<file path="src/rtl/rrmse_pkg.sv">
// Package for the running RMSE unit: widths, reset tolerances, beat types.
// No dependencies; used by every module of the unit.
`default_nettype none
package rrmse_pkg;

    localparam int LANES           = 4;
    localparam int LANE_W          = 2;
    localparam int DATA_W          = 32;
    localparam int SUM_W           = 64;
    localparam int COUNT_WIDTH_DEF = 32;
    localparam int QUEUE_DEPTH_DEF = 2;
    localparam int CFG_IDX_W       = 2;
    localparam int STEP_W          = 6;
    localparam int DIV_STEPS       = 64;
    localparam int ROOT_STEPS      = 32;

    // Q16.16 reset tolerances: 0.09, 0.10, 0.40, 0.30
    localparam logic [DATA_W-1:0] TOL_RESET [LANES] = '{
        32'd5898, 32'd6554, 32'd26214, 32'd19661
    };

    typedef enum logic [CFG_IDX_W-1:0] {
        CFG_TOL_LANE0,
        CFG_TOL_LANE1,
        CFG_TOL_LANE2,
        CFG_TOL_LANE3
    } t_cfg_idx;

    typedef struct packed {
        logic signed [DATA_W-1:0] est_0;
        logic signed [DATA_W-1:0] est_1;
        logic signed [DATA_W-1:0] est_2;
        logic signed [DATA_W-1:0] est_3;
        logic signed [DATA_W-1:0] truth_0;
        logic signed [DATA_W-1:0] truth_1;
        logic signed [DATA_W-1:0] truth_2;
        logic signed [DATA_W-1:0] truth_3;
    } t_in_beat;

    typedef struct packed {
        logic [DATA_W-1:0] rmse_0;
        logic [DATA_W-1:0] rmse_1;
        logic [DATA_W-1:0] rmse_2;
        logic [DATA_W-1:0] rmse_3;
        logic [LANES-1:0]  over_mask;
        logic [DATA_W-1:0] step_count;
    } t_out_beat;

    // Per-lane |est - truth|, queued between front and back
    typedef struct packed {
        logic [LANES-1:0][DATA_W-1:0] mag;
    } t_work;

    typedef struct packed {
        logic full;
        logic empty;
    } t_q_status;

    typedef enum logic [2:0] {
        BK_IDLE,
        BK_SQUARE,
        BK_ACCUM,
        BK_DIVIDE,
        BK_ROOT,
        BK_EMIT
    } t_back_state;

endpackage
`default_nettype wire

</file>
<file path="src/rtl/rrmse_front.sv">
// Front end: accepts input beats and reduces them to per-lane magnitudes.
// Depends on rrmse_pkg.
`default_nettype none
module rrmse_front (
    input  wire logic                i_in_valid,
    output logic                     o_in_ready,
    input  rrmse_pkg::t_in_beat      i_in_data,
    input  rrmse_pkg::t_q_status     i_q_status,
    output logic                     o_push,
    output rrmse_pkg::t_work         o_push_data
);

    logic signed [rrmse_pkg::DATA_W-1:0] est   [rrmse_pkg::LANES];
    logic signed [rrmse_pkg::DATA_W-1:0] truth [rrmse_pkg::LANES];
    logic signed [rrmse_pkg::DATA_W:0]   diff  [rrmse_pkg::LANES];
    logic        [rrmse_pkg::DATA_W:0]   neg   [rrmse_pkg::LANES];

    assign est[0]   = i_in_data.est_0;
    assign est[1]   = i_in_data.est_1;
    assign est[2]   = i_in_data.est_2;
    assign est[3]   = i_in_data.est_3;
    assign truth[0] = i_in_data.truth_0;
    assign truth[1] = i_in_data.truth_1;
    assign truth[2] = i_in_data.truth_2;
    assign truth[3] = i_in_data.truth_3;

    always_comb begin
        for (int i = 0; i < rrmse_pkg::LANES; i++) begin
            diff[i] = {est[i][rrmse_pkg::DATA_W-1], est[i]}
                    - {truth[i][rrmse_pkg::DATA_W-1], truth[i]};
            neg[i]  = -diff[i];
            // magnitude is at most 2^32-1, fits the low word
            o_push_data.mag[i] = diff[i][rrmse_pkg::DATA_W]
                               ? neg[i][rrmse_pkg::DATA_W-1:0]
                               : diff[i][rrmse_pkg::DATA_W-1:0];
        end
    end

    assign o_in_ready = !i_q_status.full;
    assign o_push     = i_in_valid && !i_q_status.full;

endmodule
`default_nettype wire

</file>
<file path="config.mk">
export PLATFORM = sky130hd
export DESIGN_NAME = rrmse_front
export DESIGN_NICKNAME = d
export VERILOG_FILES = /design/src/rtl/rrmse_pkg.sv /design/src/rtl/rrmse_front.sv
export SDC_FILE = /design/constraint.sdc
export NUM_CORES = 1
export LEC_CHECK = 0
export ABC_AREA = 0
export BUFFER_PORTS_ARGS = -buffer_cell sky130_fd_sc_hd__clkbuf_2
export CAP_MARGIN = 20
export CORE_MARGIN = 2
export CORE_UTILIZATION = 45
export DETAILED_ROUTE_END_ITERATION = 6
export PLACE_DENSITY = 0.74
export RECOVER_POWER = 25
export SLEW_MARGIN = 40
export SYNTH_ARGS = -nofsm -noshare
export SYNTH_HDL_FRONTEND = slang
export SYNTH_SLANG_ARGS = --single-unit
</file>
<file path="constraint.sdc">
create_clock -name vclk -period 11.3
set_input_delay 2.26 -clock vclk [all_inputs]
set_output_delay 2.26 -clock vclk [all_outputs]
set_load 0.05 [all_outputs]
</file>
==> flow_summary_export.csv <==
group,metric,value,unit
drt,finalWirelength,36.3,mm
timing,slew_viol_final,0,
timing,fin_crit_sh,79.2,%
status,status,"completed",
power_and_ir_drop,irDropWorstVdd,0.000117,V
final_layout,area_growth,18.7,%
global_routing,grt_max_degree,25,
clock_tree,postCtsSetupBuffers,0,
worst_setup_path,max_stage_delay,0.64,ns
clock_tree,ctsResizeCount,0,
final_layout,final-seq-area,0,sq um
worst_setup_path,required,9.04,ns
drt,drt_iter0_drc,887,
placement,dp_worst_setup_slack,2.34,ns
logic_synthesis,syn_inst,1724,
timing,layout_setup_ws,2.35,ns
placement,gp_congestion,0.937,
clock_tree,ctsHoldBuffers,0,
logic_synthesis,ys_seq_area_share,0,%
timing,final_hold_viol_count,0,
placement,hpwl,31.4,mm
floorplan,start_util,45.7,%
job,cap_violations,0,
logic_synthesis,syn-mean-instance-area,6.45,sq um
global_routing,track_usage,26.0,%
worst_setup_path,cp_slowest_cell,"or4_1",
timing,setup_viol_count_final,0,
worst_setup_path,start_kind,"input port",
worst_setup_path,crit_fanout,6,
timing,period_minus_slack,8.95,ns
global_routing,grt_pass1_wl,58.6,mm
worst_setup_path,crit_path_end_kind,"output pin",
worst_setup_path,path_cells,"clkbuf_2 > inv_1 > ha_1 > inv_1 > fa_1 > a21oi_1 > o21ai_1 > a21oi_1 > xnor2_1 > or4_1 > nor4_1 > nand4_1 > nor3_1 > a21o_1 > xor2_1 > clkbuf_2",
logic_synthesis,synth_top_area_cell,"ha_1",
logic_synthesis,ys_top_cells_by_area,"ha_1 15%, xnor2_1 10%, a21oi_1 7.2%, inv_1 6.3%, xor2_1 5.8%",
global_routing,gr-total-overflow,0,
timing,relSlewSlack,35.5,%
final_layout,drive_gt1_share,19.9,%
floorplan,die_w,161,um
drt,wl_per_cell,15.3,um
floorplan,fp.dieArea,26000,sq um
global_routing,antenna_found_initial,1,
power_and_ir_drop,power.density,121,nW/um^2
final_layout,flops_and_latches,0,
floorplan,die_h,161,um
logic_synthesis,syn-num-nets,2119,
drt,post-route-drc-count,0,
worst_setup_path,cp_data_arrival_time,6.69,ns
logic_synthesis,synth_area,11100,sq um
power_and_ir_drop,power_leakage,6.55,nW
drt,via_per_inst,5.79,
final_layout,finalNetCount,2444,
timing,rsz0062_at_grt,"no",
worst_setup_path,path_class,"input port to output pin",
final_layout,num-clock-buffers,0,
global_routing,grt_pass1_vias,12700,
drt,ant_nets,0,
timing,fmax,0.112,GHz
drt,vias,13700,
logic_synthesis,yosys_warnings,0,
logic_synthesis,synth_top_area_share,14.8,%
drt,first_pass_iters,7,
timing,finalSetupTns,0,ns
floorplan,coreArea,24300,sq um
floorplan,io_pins,389,
hold_path,min_path_type,"input port to output pin",
placement,io_buffers,388,
hold_path,min_path_cells,3,
timing,timing_worst_slew_pin_value,0.968,ns
logic_synthesis,synth_cell_types,82,
hold_path,min_from,"i_q_status[1]",
floorplan,num_rows,57,
hold_path,min_to,"o_push",
==> worst max-delay path, delay by kind of cell <==
family | cells | cell delay, ns
compound gates | 4 | 1.02
fa+ha+maj | 2 | 0.55
simple gates | 4 | 1.87
buf+inv | 4 | 0.53
xor+xnor | 2 | 0.43
==> layout by cell type, fill, tap and decap left out, drive strengths merged, types with 15 or more instances in the layout <==
cell / instances
a211oi: 18
a21o: 55
a21oi: 161
a31oi: 32
and2: 24
and3: 24
and4: 16
clkbuf: 388
ha: 132
inv: 187
nand2: 153
nand3: 35
nand4: 27
nor2: 122
nor2b: 15
nor3: 46
nor4: 18
o211ai: 20
o21a: 22
o21ai: 113
o31ai: 23
or3: 23
xnor2: 131
xor2: 74
==> per-layer routing <==
layer | track usage (%) | part of all wire (%)
met5 | 0 | 0
met4 | 7.39 | 3.4
met3 | 1.80 | 5.9
met2 | 46.0 | 47
met1 | 34.0 | 44
==> layout make-up <==
class	instances	area [sq um]
antenna	1	2.50
inverter	187	702
timing repair buffer	389	1910
multi-input combinational	1471	10200
fill	2465	11100
tap	324	405
==> where the power goes <==
part           internal, mW  switching [mW]    total (mW)
logic                 0.443            1.16          1.60
registers                 0               0             0
clock network  0.0000000118               0  0.0000000118
==> Yosys cell counts, drive strengths merged, types with 6 or more instances <==
master and instances:
a21o 55, nand4 27, nor4 18, nor3 46
o31ai 23, a41oi 7, a31oi 32, or4 13
buf 9, ha 132, xor2 74, o21ai 113
nand2b 8, clkbuf 57, and3 24, o21a 22
a211oi 18, nor2b 15, or3 23, nand3 35
a21boi 9, or2 14, xnor2 131, nor2 122
nand2 153, o21bai 14, and2 24, a21oi 161
o41ai 6, a311oi 7, and4 16, inv 187
mux2i 8, o221ai 6, o31a 6, o211ai 20
o2111ai 7
==> worst max-delay path by stage <==
| stage | from | endpoint | slack, ns | depth (start not counted) |
|---|---|---|---|---|
| after detailed placement | i_in_data[224] | o_push_data[16] | 2.34 | 16 |
| final | i_in_data[160] | o_push_data[89] | 2.35 | 16 |
| after CTS | i_in_data[224] | o_push_data[16] | 2.32 | 16 |
| after global routing | i_in_data[160] | o_push_data[89] | 2.03 | 16 |
| after floorplan | i_in_data[128] | o_push_data[127] | 2.89 | 14 |
| after global placement | i_in_data[160] | o_push_data[86] | 2.16 | 16 |
==> through the flow <==
| stage | hold slack (ns) | util [%] | total power [mW] | area [sq um] | cells |
|---|---|---|---|---|---|
| floorplan | 4.69 | - | 1.23 | 11100 | 1724 |
| global placement | 4.86 | 54.4 | 1.58 | 13200 | 2371 |
| detailed placement | 4.86 | 54.4 | 1.59 | 13200 | 2371 |
| CTS | 4.87 | 54.4 | 1.60 | 13200 | 2371 |
| global route | 4.93 | 54.3 | 1.70 | 13200 | 2372 |
| finish | 4.92 | 54.3 | 1.60 | 13200 | 2372 |
==> cells by family (layout without fill, tap and decap cells) <==
family | Yosys count | count (layout) | synth area share, %
compound gates | 555 | 555 | 32.6
xor+xnor | 205 | 205 | 16.1
fa+ha+maj | 136 | 136 | 15.6
buf+inv | 253 | 576 | 8.66
mux | 13 | 13 | 1.23
other cells | 0 | 1 | 0
simple gates | 562 | 562 | 25.8
(Power assumes the default switching activity.)
