--- config.mk ---
export PLATFORM = sky130hd
export DESIGN_NAME = rrmse_queue
export DESIGN_NICKNAME = d
export VERILOG_FILES = /design/src/rtl/rrmse_pkg.sv /design/src/rtl/rrmse_queue.sv
export SDC_FILE = /design/constraint.sdc
export NUM_CORES = 1
export LEC_CHECK = 0
export BUFFER_PORTS_ARGS = -buffer_cell sky130_fd_sc_hd__buf_2
export CORE_MARGIN = 3
export CORE_UTILIZATION = 52
export DETAILED_ROUTE_END_ITERATION = 6
export PLACE_DENSITY = 0.79
export SLEW_MARGIN = 20
export SYNTH_ARGS = -nofsm -noshare
export SYNTH_HDL_FRONTEND = slang
export SYNTH_SLANG_ARGS = --single-unit
--- constraint.sdc ---
create_clock -name i_clk -period 9.4 [get_ports i_clk]
set_input_delay 2.35 -clock i_clk [delete_from_list [all_inputs] [get_ports i_clk]]
set_output_delay 2.35 -clock i_clk [all_outputs]
set_load 0.01 [all_outputs]
--- src/rtl/rrmse_pkg.sv ---
// Package for the running RMSE unit: widths, reset tolerances, beat types.
// No dependencies; used by every module of the unit.
`default_nettype none
package rrmse_pkg;

    localparam int LANES           = 4;
    localparam int LANE_W          = 2;
    localparam int DATA_W          = 32;
    localparam int SUM_W           = 64;
    localparam int COUNT_WIDTH_DEF = 32;
    localparam int QUEUE_DEPTH_DEF = 2;
    localparam int CFG_IDX_W       = 2;
    localparam int STEP_W          = 6;
    localparam int DIV_STEPS       = 64;
    localparam int ROOT_STEPS      = 32;

    // Q16.16 reset tolerances: 0.09, 0.10, 0.40, 0.30
    localparam logic [DATA_W-1:0] TOL_RESET [LANES] = '{
        32'd5898, 32'd6554, 32'd26214, 32'd19661
    };

    typedef enum logic [CFG_IDX_W-1:0] {
        CFG_TOL_LANE0,
        CFG_TOL_LANE1,
        CFG_TOL_LANE2,
        CFG_TOL_LANE3
    } t_cfg_idx;

    typedef struct packed {
        logic signed [DATA_W-1:0] est_0;
        logic signed [DATA_W-1:0] est_1;
        logic signed [DATA_W-1:0] est_2;
        logic signed [DATA_W-1:0] est_3;
        logic signed [DATA_W-1:0] truth_0;
        logic signed [DATA_W-1:0] truth_1;
        logic signed [DATA_W-1:0] truth_2;
        logic signed [DATA_W-1:0] truth_3;
    } t_in_beat;

    typedef struct packed {
        logic [DATA_W-1:0] rmse_0;
        logic [DATA_W-1:0] rmse_1;
        logic [DATA_W-1:0] rmse_2;
        logic [DATA_W-1:0] rmse_3;
        logic [LANES-1:0]  over_mask;
        logic [DATA_W-1:0] step_count;
    } t_out_beat;

    // Per-lane |est - truth|, queued between front and back
    typedef struct packed {
        logic [LANES-1:0][DATA_W-1:0] mag;
    } t_work;

    typedef struct packed {
        logic full;
        logic empty;
    } t_q_status;

    typedef enum logic [2:0] {
        BK_IDLE,
        BK_SQUARE,
        BK_ACCUM,
        BK_DIVIDE,
        BK_ROOT,
        BK_EMIT
    } t_back_state;

endpackage
`default_nettype wire

--- src/rtl/rrmse_queue.sv ---
// Short FIFO of lane magnitudes between front and back.
// Depends on rrmse_pkg.
`default_nettype none
module rrmse_queue #(
    parameter int DEPTH = rrmse_pkg::QUEUE_DEPTH_DEF
) (
    input  wire logic             i_clk,
    input  wire logic             i_rst_n,
    input  wire logic             i_push,
    input  rrmse_pkg::t_work      i_push_data,
    input  wire logic             i_pop,
    output rrmse_pkg::t_work      o_pop_data,
    output rrmse_pkg::t_q_status  o_status
);

    localparam int PTR_W = (DEPTH > 1) ? $clog2(DEPTH) : 1;
    localparam int CNT_W = $clog2(DEPTH + 1);

    rrmse_pkg::t_work  r_mem [DEPTH];
    logic [PTR_W-1:0]  r_wr_ptr, n_wr_ptr;
    logic [PTR_W-1:0]  r_rd_ptr, n_rd_ptr;
    logic [CNT_W-1:0]  r_cnt,    n_cnt;
    logic              do_push, do_pop;

    assign o_status.full  = (r_cnt == CNT_W'(DEPTH));
    assign o_status.empty = (r_cnt == '0);
    assign do_push = i_push && !o_status.full;
    assign do_pop  = i_pop && !o_status.empty;
    assign o_pop_data = r_mem[r_rd_ptr];

    always_comb begin
        n_wr_ptr = r_wr_ptr;
        n_rd_ptr = r_rd_ptr;
        n_cnt    = r_cnt;
        if (do_push) begin
            n_wr_ptr = (r_wr_ptr == PTR_W'(DEPTH - 1)) ? '0 : r_wr_ptr + 1'b1;
        end
        if (do_pop) begin
            n_rd_ptr = (r_rd_ptr == PTR_W'(DEPTH - 1)) ? '0 : r_rd_ptr + 1'b1;
        end
        if (do_push && !do_pop) begin
            n_cnt = r_cnt + 1'b1;
        end else if (do_pop && !do_push) begin
            n_cnt = r_cnt - 1'b1;
        end
    end

    always_ff @(posedge i_clk) begin
        if (!i_rst_n) begin
            r_wr_ptr <= '0;
            r_rd_ptr <= '0;
            r_cnt    <= '0;
        end else begin
            r_wr_ptr <= n_wr_ptr;
            r_rd_ptr <= n_rd_ptr;
            r_cnt    <= n_cnt;
        end
    end

    always_ff @(posedge i_clk) begin
        if (do_push) begin
            r_mem[r_wr_ptr] <= i_push_data;
        end
    end

endmodule
`default_nettype wire

==> results.toml, run 1 <==
[run_status]
status = "completed"

[grt]
antenna_found_initial = 2
grt_overflow = 0
gr-usage-all-layers_pct = 17.82
grt_pass1_wl_um = 27970
grt_max_degree = 83
first_global_vias = 5271

[flow_run]
cap_violations = 0

[worst_setup_path]
worstSetupStartpointType = "flop"
crit_type = "reg -> out"
worst_setup_path_end_kind = "primary output"
cp.arrival_ns = 2.80
reg2reg_slack_ns = 6.75
worstPathMaxFanout = 65
crit_required_ns = 7.05

[power]
power_mw = 3.334
p_leak_nw = 4.467
p_per_area_nw_per_um2 = 279.9
vdd_drop_max_uv = 199.5

[place]
post-dp-hpwl_um = 12260
gp_congestion = 0.7551
pre_cts_ws_ns = 4.738
postPlaceCellArea_um2 = 11000
place_inst = 899
io_buffers = 261

[hold_path]
hp-class = "reg -> reg"

[floorplan]
initial_core_util_pct = 54.02
die_h_um = 141.2
rows = 48
die_x_um = 141.2
ios = 262
dieArea_um2 = 19940
core_um2 = 17600

[routing]
drt-vias-per-instance = 5.168
routedWlPerCell_um = 19.08
drtAntennaViolNets = 0
dr_total_vias = 4899
route.detailed.drc = 0
drt-total-wl_um = 18080
drtIter0Drc = 274
firstDrtPassIters = 4

[timing]
finalCritPeriodShare_pct = 54.76
fin_crit_ns = 5.147
skew_ns = 0.01084
setup_viol = 0
hold_viol = 0
fmax_ghz = 0.1943
rsz0062_at_grt = "no"
worst_pin_slew_ns = 1.077
tns_ns = 0
hold_ws_ns = 0.5479
finalWorstSetupSlack_ns = 4.253
slew_headroom_pct = 28.23
final_max_slew_viol_count = 0

[synthesis]
synthesis.area_um2 = 9505
synthCells = 423
yosysWarnings = 0
synth-seq-cells = 261
synth_top_area_share_pct = 80.87
synthesis.nets = 556
synth_area_leaders = "edfxtp_1, mux2_2, buf_6, dfxtp_1, buf_4"
yosysTopAreaCell = "edfxtp_1"
synth_seq_area_share_pct = 81.93
synth_area_per_cell_um2 = 22.47
ys_types = 21

[finish]
final_area_um2 = 11910
fin_util_pct = 67.68
nNetsFinal = 835
layout_common_cells = "buf_2, edfxtp_1, mux2_2, clkbuf_16, clkinv_2"
stdcell_count = 948
layout_commonest_cell = "buf_2"
syn_to_final_growth_pct = 25.30
drive_gt1_share_pct = 61.08

[clock_network]
numCtsBuffers = 26
cts_hold_buf = 0
path_clk_slew_ns = 0.06
tritoncts = "yes"
clk_latency_ns = 0.51
postCtsSetupRepairBufs = 0
clock-sinks = 261
htreeDepth = 1
post_cts_resized = 0
cts.path.max_buffers = 3
cts_root_buf = "clkbuf_16"
kinds of logic after synthesis:
kind of cell    Yosys count  share of synthesized area (%)
compound gates            5                         0.3422
xor+xnor                  3                         0.2765
fa+ha+maj                 1                         0.1316
buf+inv                  16                          1.580
flops                   261                          81.93
mux                     128                          15.16
simple gates              9                         0.5794
flip-flops by register name (all words and copies together) (netlist names), named ones only:
signal    flops
r_mem       256
r_cnt         2
r_rd_ptr      1
r_wr_ptr      1
critical path, cell delays in order (launching register included):
cell and delay [ns]:
dfxtp_4 0.87, buf_4 0.77, mux2_2 0.43, buf_2 0.14
layer usage:
| layer | up-vias | track usage, % | part of all wire, % |
|---|---|---|---|
| met1 | 2407 | 21.51 | 38 |
| met3 | 37 | 6.275 | 9.6 |
| li1 | 2243 | - | - |
| met2 | 210 | 30.05 | 50 |
| met4 | 2 | 5.966 | 2.5 |
| met5 | - | 0 | 0.039 |
path summary, 6_finish.rpt:
check | start | to | depth (start not counted)
max reg2reg | r_cnt[0] | r_mem[1][18] | 3
min reg2reg | r_cnt[1] | r_cnt[1] | 2
min | r_cnt[1] | r_cnt[1] | 2
max | flop | o_pop_data[76] | 3
cells in the mapped netlist:
cell type / instances
inv_1: 1
nor2_1: 2
nand2b_1: 1
mux2_2: 128
inv_2: 1
xnor2_1: 2
edfxtp_1: 256
a21boi_0: 1
buf_4: 4
buf_6: 10
xor2_1: 1
o21ai_0: 1
or3_1: 1
nor3_2: 1
and3_1: 1
ha_1: 1
dfxtp_1: 5
o21ai_1: 1
a21boi_1: 1
o21a_1: 1
and2_1: 3
area by class of cell:
class / count / area (µm²)
flip-flops and latches: 261 / 7791
fillers: 1157 / 5687
multi-input cells: 146 / 1579
repair buffers: 265 / 1336
clock buffers: 27 / 675.6
well taps: 225 / 281.5
clock inverters: 21 / 236.5
inverters: 2 / 7.507
diodes: 1 / 2.502
power by group:
part	switching [mW]	internal [mW]	total, mW
sequential	0.0734	1.47	1.54
clock	0.408	0.659	1.07
combinational	0.382	0.346	0.728
total	0.863	2.47	3.33
No activity file was read; power rests on OpenSTA's default activity.
==> run 2, diff against run 1 <==
Clock period 9.4 ns to 4.9 ns, I/O delays scaled along.
==> run 2 against run 1 <==
Final cell count rose by 0.32%. Clock power grew 88%. Global-route usage down 0.27 points. Power increased by 91%. Highest routed layer unchanged. Wire length is 1.2% higher. Flip-flop and latch count did not move.
==> results.toml, run 2 (synthesis results as in run 1) <==
[routing]
dr_total_vias = 4858
drt-total-wl_um = 18300
drtIter0Drc = 207
drt-vias-per-instance = 5.108
routedWlPerCell_um = 19.24
firstDrtPassIters = 4
drtAntennaViolNets = 0
route.detailed.drc = 0

[floorplan]
die_x_um = 141.2
initial_core_util_pct = 54.02
dieArea_um2 = 19940
rows = 48
ios = 262
core_um2 = 17600
die_h_um = 141.2

[power]
vdd_drop_max_uv = 361.4
p_per_area_nw_per_um2 = 534.2
p_leak_nw = 4.459
power_mw = 6.367

[clock_network]
numCtsBuffers = 27
htreeDepth = 1
cts.path.max_buffers = 3
postCtsSetupRepairBufs = 0
clock-sinks = 261
clk_latency_ns = 0.52
cts_hold_buf = 0
tritoncts = "yes"
path_clk_slew_ns = 0.06
cts_root_buf = "clkbuf_16"
post_cts_resized = 0

[timing]
hold_ws_ns = 0.5409
fin_crit_ns = 3.509
rsz0062_at_grt = "no"
worst_pin_slew_ns = 1.061
hold_viol = 0
fmax_ghz = 0.2849
finalWorstSetupSlack_ns = 1.391
tns_ns = 0
setup_viol = 0
final_max_slew_viol_count = 0
finalCritPeriodShare_pct = 71.62
slew_headroom_pct = 29.26
skew_ns = 0.01749

[finish]
largest_reg_flops = 256
nFillCells = 1186
drive_gt1_share_pct = 60.74
largest_register = "r_mem"
reg_top3 = "r_mem (256), r_cnt (2)"
layout_commonest_cell = "buf_2"
layout_common_cells = "buf_2, edfxtp_1, mux2_2, clkbuf_16"
final_area_um2 = 11920
syn_to_final_growth_pct = 25.39
nNetsFinal = 839
stdcell_count = 951
diodes = 0
fin_util_pct = 67.73

[grt]
gr-usage-all-layers_pct = 17.55
grt_overflow = 0
first_global_vias = 5267
grt_pass1_wl_um = 27440
antenna_found_initial = 3
grt_max_degree = 78

[hold_path]
hp-class = "reg -> reg"

[worst_setup_path]
crit_required_ns = 3.67
cp.arrival_ns = 2.28
worstPathMaxFanout = 49
worst_setup_path_end_kind = "primary output"
crit_type = "reg -> out"
worstSetupStartpointType = "flop"

[place]
io_buffers = 261
pre_cts_ws_ns = 1.887
place_inst = 902
postPlaceCellArea_um2 = 11030
post-dp-hpwl_um = 12550
gp_congestion = 0.7475

[flow_run]
cap_violations = 0

[run_status]
status = "completed"
[run 2: cell types whose count changed in the layout (fill, tap and decap cells not counted), sizes merged]
cell and delta:
clkbuf +5, bufinv -1, inv +2, clkinvlp +2
clkinv -7, buf +3, diode -1
[run 2: path summary, 6_finish.rpt]
path,to,depth (start not counted),slack (ns),from
hold / removal,r_cnt[1],2,0.54,r_cnt[1]
setup / recovery,o_pop_data[74],3,1.39,flop
hold reg to reg,r_cnt[1],2,0.54,r_cnt[1]
setup reg to reg,r_mem[1][67],3,2.70,r_cnt[0]
[run 2: power by group]
group	total, mW	switching (mW)	internal, mW
logic	1.42	0.743	0.675
clock network	2.01	0.784	1.22
registers	2.94	0.132	2.81
[run 2: routing by layer]
layer  vias up  GRT usage [%]  wire length (µm)
met5         -              0                33
met4         6          4.182               377
met3        32          6.106              1587
met2       199          31.30              9448
met1      2366          20.42              6852
li1       2255              -                 -
[run 2: cell type report]
| class | count | area (µm²) | share of cell area (%) |
|---|---|---|---|
| Clock buffer | 32 | 694.4 | 5.826 |
| Clock inverter | 17 | 193.9 | 1.627 |
| Multi-Input combinational cell | 146 | 1579 | 13.25 |
| Inverter | 2 | 7.507 | 0.06299 |
| Timing Repair Buffer | 268 | 1371 | 11.51 |
| Sequential cell | 261 | 7791 | 65.37 |
| Tap cell | 225 | 281.5 | 2.362 |
[run 2: worst max-delay path: stages, from the launching register on]
cell and delay, ns:
dfxtp_4 0.79, buf_4 0.43, mux2_2 0.38, buf_2 0.14
