==> config.mk <==
export PLATFORM = sky130hd
export DESIGN_NAME = rrmse_back
export DESIGN_NICKNAME = d
export VERILOG_FILES = /design/src/rtl/rrmse_pkg.sv /design/src/rtl/rrmse_back.sv
export SDC_FILE = /design/constraint.sdc
export NUM_CORES = 2
export LEC_CHECK = 0
export ABC_AREA = 1
export ABC_CLOCK_PERIOD_IN_PS = 42400
export BUFFER_PORTS_ARGS = -buffer_cell sky130_fd_sc_hd__buf_2
export CAP_MARGIN = 10
export CORE_UTILIZATION = 40
export DETAILED_ROUTE_END_ITERATION = 10
export GPL_TIMING_DRIVEN = 0
export HOLD_SLACK_MARGIN = 0.03
export PLACE_DENSITY = 0.53
export SLEW_MARGIN = 10
export SYNTH_ARGS = -nofsm -noshare
export SYNTH_HDL_FRONTEND = slang
export SYNTH_SLANG_ARGS = --single-unit
export TNS_END_PERCENT = 5
==> constraint.sdc <==
create_clock -name i_clk -period 42.4 [get_ports i_clk]
set_input_delay 8.48 -clock i_clk [delete_from_list [all_inputs] [get_ports i_clk]]
set_output_delay 8.48 -clock i_clk [all_outputs]
set_load 0.01 [all_outputs]
==> src/rtl/rrmse_pkg.sv <==
// Package for the running RMSE unit: widths, reset tolerances, beat types.
// No dependencies; used by every module of the unit.
`default_nettype none
package rrmse_pkg;

    localparam int LANES           = 4;
    localparam int LANE_W          = 2;
    localparam int DATA_W          = 32;
    localparam int SUM_W           = 64;
    localparam int COUNT_WIDTH_DEF = 32;
    localparam int QUEUE_DEPTH_DEF = 2;
    localparam int CFG_IDX_W       = 2;
    localparam int STEP_W          = 6;
    localparam int DIV_STEPS       = 64;
    localparam int ROOT_STEPS      = 32;

    // Q16.16 reset tolerances: 0.09, 0.10, 0.40, 0.30
    localparam logic [DATA_W-1:0] TOL_RESET [LANES] = '{
        32'd5898, 32'd6554, 32'd26214, 32'd19661
    };

    typedef enum logic [CFG_IDX_W-1:0] {
        CFG_TOL_LANE0,
        CFG_TOL_LANE1,
        CFG_TOL_LANE2,
        CFG_TOL_LANE3
    } t_cfg_idx;

    typedef struct packed {
        logic signed [DATA_W-1:0] est_0;
        logic signed [DATA_W-1:0] est_1;
        logic signed [DATA_W-1:0] est_2;
        logic signed [DATA_W-1:0] est_3;
        logic signed [DATA_W-1:0] truth_0;
        logic signed [DATA_W-1:0] truth_1;
        logic signed [DATA_W-1:0] truth_2;
        logic signed [DATA_W-1:0] truth_3;
    } t_in_beat;

    typedef struct packed {
        logic [DATA_W-1:0] rmse_0;
        logic [DATA_W-1:0] rmse_1;
        logic [DATA_W-1:0] rmse_2;
        logic [DATA_W-1:0] rmse_3;
        logic [LANES-1:0]  over_mask;
        logic [DATA_W-1:0] step_count;
    } t_out_beat;

    // Per-lane |est - truth|, queued between front and back
    typedef struct packed {
        logic [LANES-1:0][DATA_W-1:0] mag;
    } t_work;

    typedef struct packed {
        logic full;
        logic empty;
    } t_q_status;

    typedef enum logic [2:0] {
        BK_IDLE,
        BK_SQUARE,
        BK_ACCUM,
        BK_DIVIDE,
        BK_ROOT,
        BK_EMIT
    } t_back_state;

endpackage
`default_nettype wire

==> src/rtl/rrmse_back.sv <==
// Back end: squares, accumulates, divides by the count, takes the root.
// Depends on rrmse_pkg.
`default_nettype none
module rrmse_back #(
    parameter int COUNT_WIDTH = rrmse_pkg::COUNT_WIDTH_DEF
) (
    input  wire logic                                          i_clk,
    input  wire logic                                          i_rst_n,
    input  rrmse_pkg::t_q_status                               i_q_status,
    input  rrmse_pkg::t_work                                   i_pop_data,
    output logic                                               o_pop,
    input  wire logic [rrmse_pkg::LANES-1:0][rrmse_pkg::DATA_W-1:0] i_tol,
    output logic                                               o_out_valid,
    input  wire logic                                          i_out_ready,
    output rrmse_pkg::t_out_beat                               o_out_data
);

    localparam int L  = rrmse_pkg::LANES;
    localparam int DW = rrmse_pkg::DATA_W;
    localparam int SW = rrmse_pkg::SUM_W;
    localparam int RW = DW + 1;   // root remainder width

    rrmse_pkg::t_back_state r_state, n_state;
    logic [rrmse_pkg::LANE_W-1:0] r_lane, n_lane;
    logic [rrmse_pkg::STEP_W-1:0] r_step, n_step;
    logic [COUNT_WIDTH-1:0]       r_count, n_count;
    rrmse_pkg::t_work             r_work, n_work;
    logic [SW-1:0]                r_prod, n_prod;
    logic [SW-1:0]                r_sum  [L];
    logic [SW-1:0]                n_sum  [L];
    logic [SW-1:0]                r_quo  [L];
    logic [SW-1:0]                n_quo  [L];
    logic [COUNT_WIDTH-1:0]       r_rem  [L];
    logic [COUNT_WIDTH-1:0]       n_rem  [L];
    logic [RW-1:0]                r_srem [L];
    logic [RW-1:0]                n_srem [L];
    logic [DW-1:0]                r_root [L];
    logic [DW-1:0]                n_root [L];
    logic                         r_out_valid, n_out_valid;
    rrmse_pkg::t_out_beat         r_out, n_out;

    logic [SW:0]          acc;
    logic [COUNT_WIDTH:0] dtry [L];
    logic [RW+1:0]        stry [L];
    logic [RW+1:0]        sbit [L];
    logic [L-1:0]         mask;

    always_comb begin
        n_state     = r_state;
        n_lane      = r_lane;
        n_step      = r_step;
        n_count     = r_count;
        n_work      = r_work;
        n_prod      = r_prod;
        n_sum       = r_sum;
        n_quo       = r_quo;
        n_rem       = r_rem;
        n_srem      = r_srem;
        n_root      = r_root;
        n_out       = r_out;
        n_out_valid = r_out_valid;
        o_pop       = 1'b0;
        acc         = '0;
        mask        = '0;
        for (int i = 0; i < L; i++) begin
            dtry[i] = {r_rem[i], r_quo[i][SW-1]};
            stry[i] = {r_srem[i], r_quo[i][SW-1:SW-2]};
            sbit[i] = {1'b0, r_root[i], 2'b01};
        end

        if (r_out_valid && i_out_ready) begin
            n_out_valid = 1'b0;
        end

        case (r_state)
            rrmse_pkg::BK_IDLE: begin
                // take a new item only once the last result has gone
                if (!i_q_status.empty && !r_out_valid) begin
                    o_pop   = 1'b1;
                    n_work  = i_pop_data;
                    n_lane  = '0;
                    if (r_count != '1) begin
                        n_count = r_count + 1'b1;
                    end
                    n_state = rrmse_pkg::BK_SQUARE;
                end
            end
            rrmse_pkg::BK_SQUARE: begin
                n_prod  = SW'(r_work.mag[r_lane]) * SW'(r_work.mag[r_lane]);
                n_state = rrmse_pkg::BK_ACCUM;
            end
            rrmse_pkg::BK_ACCUM: begin
                acc = {1'b0, r_sum[r_lane]} + {1'b0, r_prod};
                n_sum[r_lane] = acc[SW] ? '1 : acc[SW-1:0];
                n_quo[r_lane] = acc[SW] ? '1 : acc[SW-1:0];
                n_rem[r_lane] = '0;
                if (r_lane == rrmse_pkg::LANE_W'(L - 1)) begin
                    n_step  = '0;
                    n_state = rrmse_pkg::BK_DIVIDE;
                end else begin
                    n_lane  = r_lane + 1'b1;
                    n_state = rrmse_pkg::BK_SQUARE;
                end
            end
            rrmse_pkg::BK_DIVIDE: begin
                // restoring divide, one quotient bit per lane per cycle
                for (int i = 0; i < L; i++) begin
                    if (dtry[i] >= {1'b0, r_count}) begin
                        n_rem[i] = COUNT_WIDTH'(dtry[i] - {1'b0, r_count});
                        n_quo[i] = {r_quo[i][SW-2:0], 1'b1};
                    end else begin
                        n_rem[i] = dtry[i][COUNT_WIDTH-1:0];
                        n_quo[i] = {r_quo[i][SW-2:0], 1'b0};
                    end
                end
                if (r_step == rrmse_pkg::STEP_W'(rrmse_pkg::DIV_STEPS - 1)) begin
                    n_step = '0;
                    for (int i = 0; i < L; i++) begin
                        n_srem[i] = '0;
                        n_root[i] = '0;
                    end
                    n_state = rrmse_pkg::BK_ROOT;
                end else begin
                    n_step = r_step + 1'b1;
                end
            end
            rrmse_pkg::BK_ROOT: begin
                // digit-by-digit root, two radicand bits per step
                for (int i = 0; i < L; i++) begin
                    n_quo[i] = {r_quo[i][SW-3:0], 2'b00};
                    if (stry[i] >= sbit[i]) begin
                        n_srem[i] = RW'(stry[i] - sbit[i]);
                        n_root[i] = {r_root[i][DW-2:0], 1'b1};
                    end else begin
                        n_srem[i] = stry[i][RW-1:0];
                        n_root[i] = {r_root[i][DW-2:0], 1'b0};
                    end
                end
                if (r_step == rrmse_pkg::STEP_W'(rrmse_pkg::ROOT_STEPS - 1)) begin
                    n_state = rrmse_pkg::BK_EMIT;
                end else begin
                    n_step = r_step + 1'b1;
                end
            end
            rrmse_pkg::BK_EMIT: begin
                for (int i = 0; i < L; i++) begin
                    mask[i] = (r_root[i] > i_tol[i]);
                end
                n_out.rmse_0     = r_root[0];
                n_out.rmse_1     = r_root[1];
                n_out.rmse_2     = r_root[2];
                n_out.rmse_3     = r_root[3];
                n_out.over_mask  = mask;
                n_out.step_count = DW'(r_count);
                n_out_valid      = 1'b1;
                n_state          = rrmse_pkg::BK_IDLE;
            end
            default: begin
                n_state = rrmse_pkg::BK_IDLE;
            end
        endcase
    end

    always_ff @(posedge i_clk) begin
        if (!i_rst_n) begin
            r_state     <= rrmse_pkg::BK_IDLE;
            r_lane      <= '0;
            r_step      <= '0;
            r_count     <= '0;
            r_out_valid <= 1'b0;
            for (int i = 0; i < L; i++) begin
                r_sum[i] <= '0;
            end
        end else begin
            r_state     <= n_state;
            r_lane      <= n_lane;
            r_step      <= n_step;
            r_count     <= n_count;
            r_out_valid <= n_out_valid;
            r_sum       <= n_sum;
        end
    end

    always_ff @(posedge i_clk) begin
        r_work <= n_work;
        r_prod <= n_prod;
        r_quo  <= n_quo;
        r_rem  <= n_rem;
        r_srem <= n_srem;
        r_root <= n_root;
        r_out  <= n_out;
    end

    assign o_out_valid = r_out_valid;
    assign o_out_data  = r_out;

endmodule
`default_nettype wire

==> out/metrics.csv <==
metric;value;unit
core footprint;0.2689;sq mm
clock buffer depth;4;
grt ovf;0;
MaxCap Viol Count;0;
Layout Skew;0.08861;ns
sequential fraction of the synthesis area;33.18;%
CTS tree;built;
Routed Antenna Nets;0;
commonest non-fill, non-tap cells in the layout;2699 x nand2_1, 2116 x inv_1, 1632 x nor2_1;
GRT busiest layer;met2;
DRC Markers;0;
postcts setup bufs;0;
fin crit share;43.44;%
cells after synthesis;13290;
num rows;190;
final wirelength;382600;microns
IO Pins;427;
clock root buffer;clkbuf_16;
warnings from Yosys;0;
Least-Margin Pin Slew;1.422;ns
post_cts resized;0;
Final Critical Period;18.42;ns
Crit Reg-Reg Startpoint;r_lane[0]$_SDFFE_PN0P_;
ys flop type;edfxtp_1;
type of origin of the critical path;input port;
final hold violations;0;
post-detailed-route via-to-cell ratio;5.293;
Synth Register Bits;1299;
DR WL/cell;21.73;microns
Hold Crit Class;reg2reg;
Critical Path Fanout Max;8;
Area Overhead vs Synth;11.53;%
initial antenna violation count;16;
syn_area_per_cell;8.162;sq um
CTS clk-pin slew, worst paths;0.06;ns
gp weighted congestion;1.002;
Vert. Die Dim;522.8;microns
clock latency at the later pin of the worst-skew pair;0.87;ns
drt initial violations;8431;
H-tree depth;4;
syn nets;15110;
Setup TNS;0;ns
Synth async-reset ratio;0;%
routing usage on met1;37.81;%
clock sinks;1299;
Req. time, crit path;33.92;ns
length of the first detailed-routing pass in iterations;9;
startpoint of the worst hold path;r_root[0]$_SDFFCE_PN0P_;
cell area after synthesis;0.1085;sq mm
RSZ-0062 raised after global routing;no;
crit path kind;in2out;
IO Port Bufs;424;
count of final setup violators;0;
Die Width;522.8;microns
Max-slew headroom;5.207;%
fillers;27420;
nets;15750;
All-Layer GR Usage;27.81;%
Crit. Startpoint;i_q_status[0];
post-DP HPWL;303700;microns
worst path arrival time;9.94;ns
first-pass GRT wire length;574400;microns
vias in the first global route;92070;
status;completed;
Setup crit end kind;primary output;
commonest non-fill, non-tap cell in the layout;nand2_1;
TritonCTS buffer count;160;
Post-CTS Hold Buffers;0;
largest net degree at the start of global routing;58;
Slew Limit Fails;0;
share of cells above drive strength 1;7.006;%
met3 Use GR;3.637;%
Starting Density;40.36;%
EDFF count, synth;999;
met2 GRT Util;44.88;%
area of the die;0.2733;sq mm
unique cell type count in the Yosys netlist;65;
DR vias;93180;
Fmax;54.29;MHz
## worst max-delay path, stage by stage
cell and delay [ns]:
buf_2 0.12, nor4_2 0.20, buf_4 0.22, buf_4 0.21
buf_4 0.20, buf_4 0.17, buf_4 0.17, buf_2 0.14
## flip-flops by register name, summed over array words and instances (netlist names)
name	flops
r_lane	2
dtry	132
o_out_data	164
r_quo	252
o_out_valid	1
r_count	32
r_root	128
r_srem	132
r_step	6
r_work	128
r_sum	256
r_prod	63
r_state	3
## layer usage
| metal | up-vias | routed length (microns) |
|---|---|---|
| met5 | - | 0 |
| met4 | 0 | 15480 |
| met3 | 615 | 25130 |
| met2 | 3149 | 173700 |
| met1 | 45040 | 168300 |
| li1 | 44380 | - |
## through the flow
step	cells	utilization, %	hold WS (ns)	instance area [sq um]	setup slack, ns
3_5_place_dp	17320	43.14	0.4541	116000	23.99
6_report	17610	45.01	0.4658	121000	23.98
2_1_floorplan	13290	-	0.4264	108500	12.92
4_1_cts	17590	44.99	0.4559	121000	23.99
5_1_grt	17600	45.01	0.4834	121000	23.92
3_3_place_gp	17270	42.80	0.4401	115100	2.734
## final timing paths
path	end	cells after the start	slack, ns
max	o_pop	8	23.98
min	o_out_data[36]$_DFFE_PP_	0	0.47
max reg2reg	r_prod[61]$_DFFE_PP_	30	31.44
min reg2reg	o_out_data[36]$_DFFE_PP_	0	0.47
## cells in the mapped netlist (7+ instances only)
master,n,share of area [%]
nand2_4,15,0.16
o22ai_1,67,0.39
a32oi_2,14,0.21
buf_4,12,0.083
xnor2_1,167,1.3
o21ai_0,767,3.5
fa_1,796,15
dfxtp_1,300,5.5
xor2_1,163,1.3
a21oi_1,821,3.8
a31o_2,12,0.097
a21boi_0,28,0.19
clkbuf_1,309,1.1
a21o_1,71,0.49
nor4_1,36,0.21
nor2_2,7,0.040
nor3_1,113,0.52
a31oi_1,66,0.38
nand4_1,102,0.59
o21a_1,37,0.26
or2_2,32,0.18
o211ai_1,27,0.19
o21bai_1,61,0.42
buf_1,27,0.093
ha_1,755,8.7
nand3_4,10,0.16
nor2_1,1636,5.7
nand2_2,17,0.098
a22o_1,12,0.097
and3_1,10,0.058
nand2_1,2703,9.4
a211oi_1,24,0.17
edfxtp_1,999,28
inv_1,2116,7.3
buf_2,88,0.41
inv_2,36,0.12
nand3b_1,111,0.77
o21ai_1,52,0.24
o2111ai_1,13,0.10
nand3_1,591,2.7
a32oi_1,15,0.12
## layout make-up
class,count,area [sq um],share of cell area [%]
Multi-Input combinational cell,9397,62630,51.75
Sequential cell,1299,36000,29.75
Inverter,2156,8093,6.688
Tap cell,3552,4444,3.673
Clock buffer,199,4319,3.569
Timing Repair Buffer,479,2988,2.469
Buffer,441,1867,1.543
Clock inverter,74,650.6,0.5377
Antenna cell,8,20.02,0.01654
## cell families (layout without fill, tap and decap cells)
logic type               after synthesis  count (layout)  share of synthesized area, %
AND/OR/NAND/NOR                     5398            5398                         20.64
buffers and inverters               2597            3349                         9.173
AO/OA/AOI/OAI                       2118            2118                         10.95
adder cells (fa/ha/maj)             1551            1551                         23.39
flip-flops                          1299            1299                         33.18
XOR/XNOR                             330             330                         2.664
other                                  0               8                             0
Power is not shown: default switching activity piles up to over one toggle a cycle in this logic, so the estimate is an artifact.
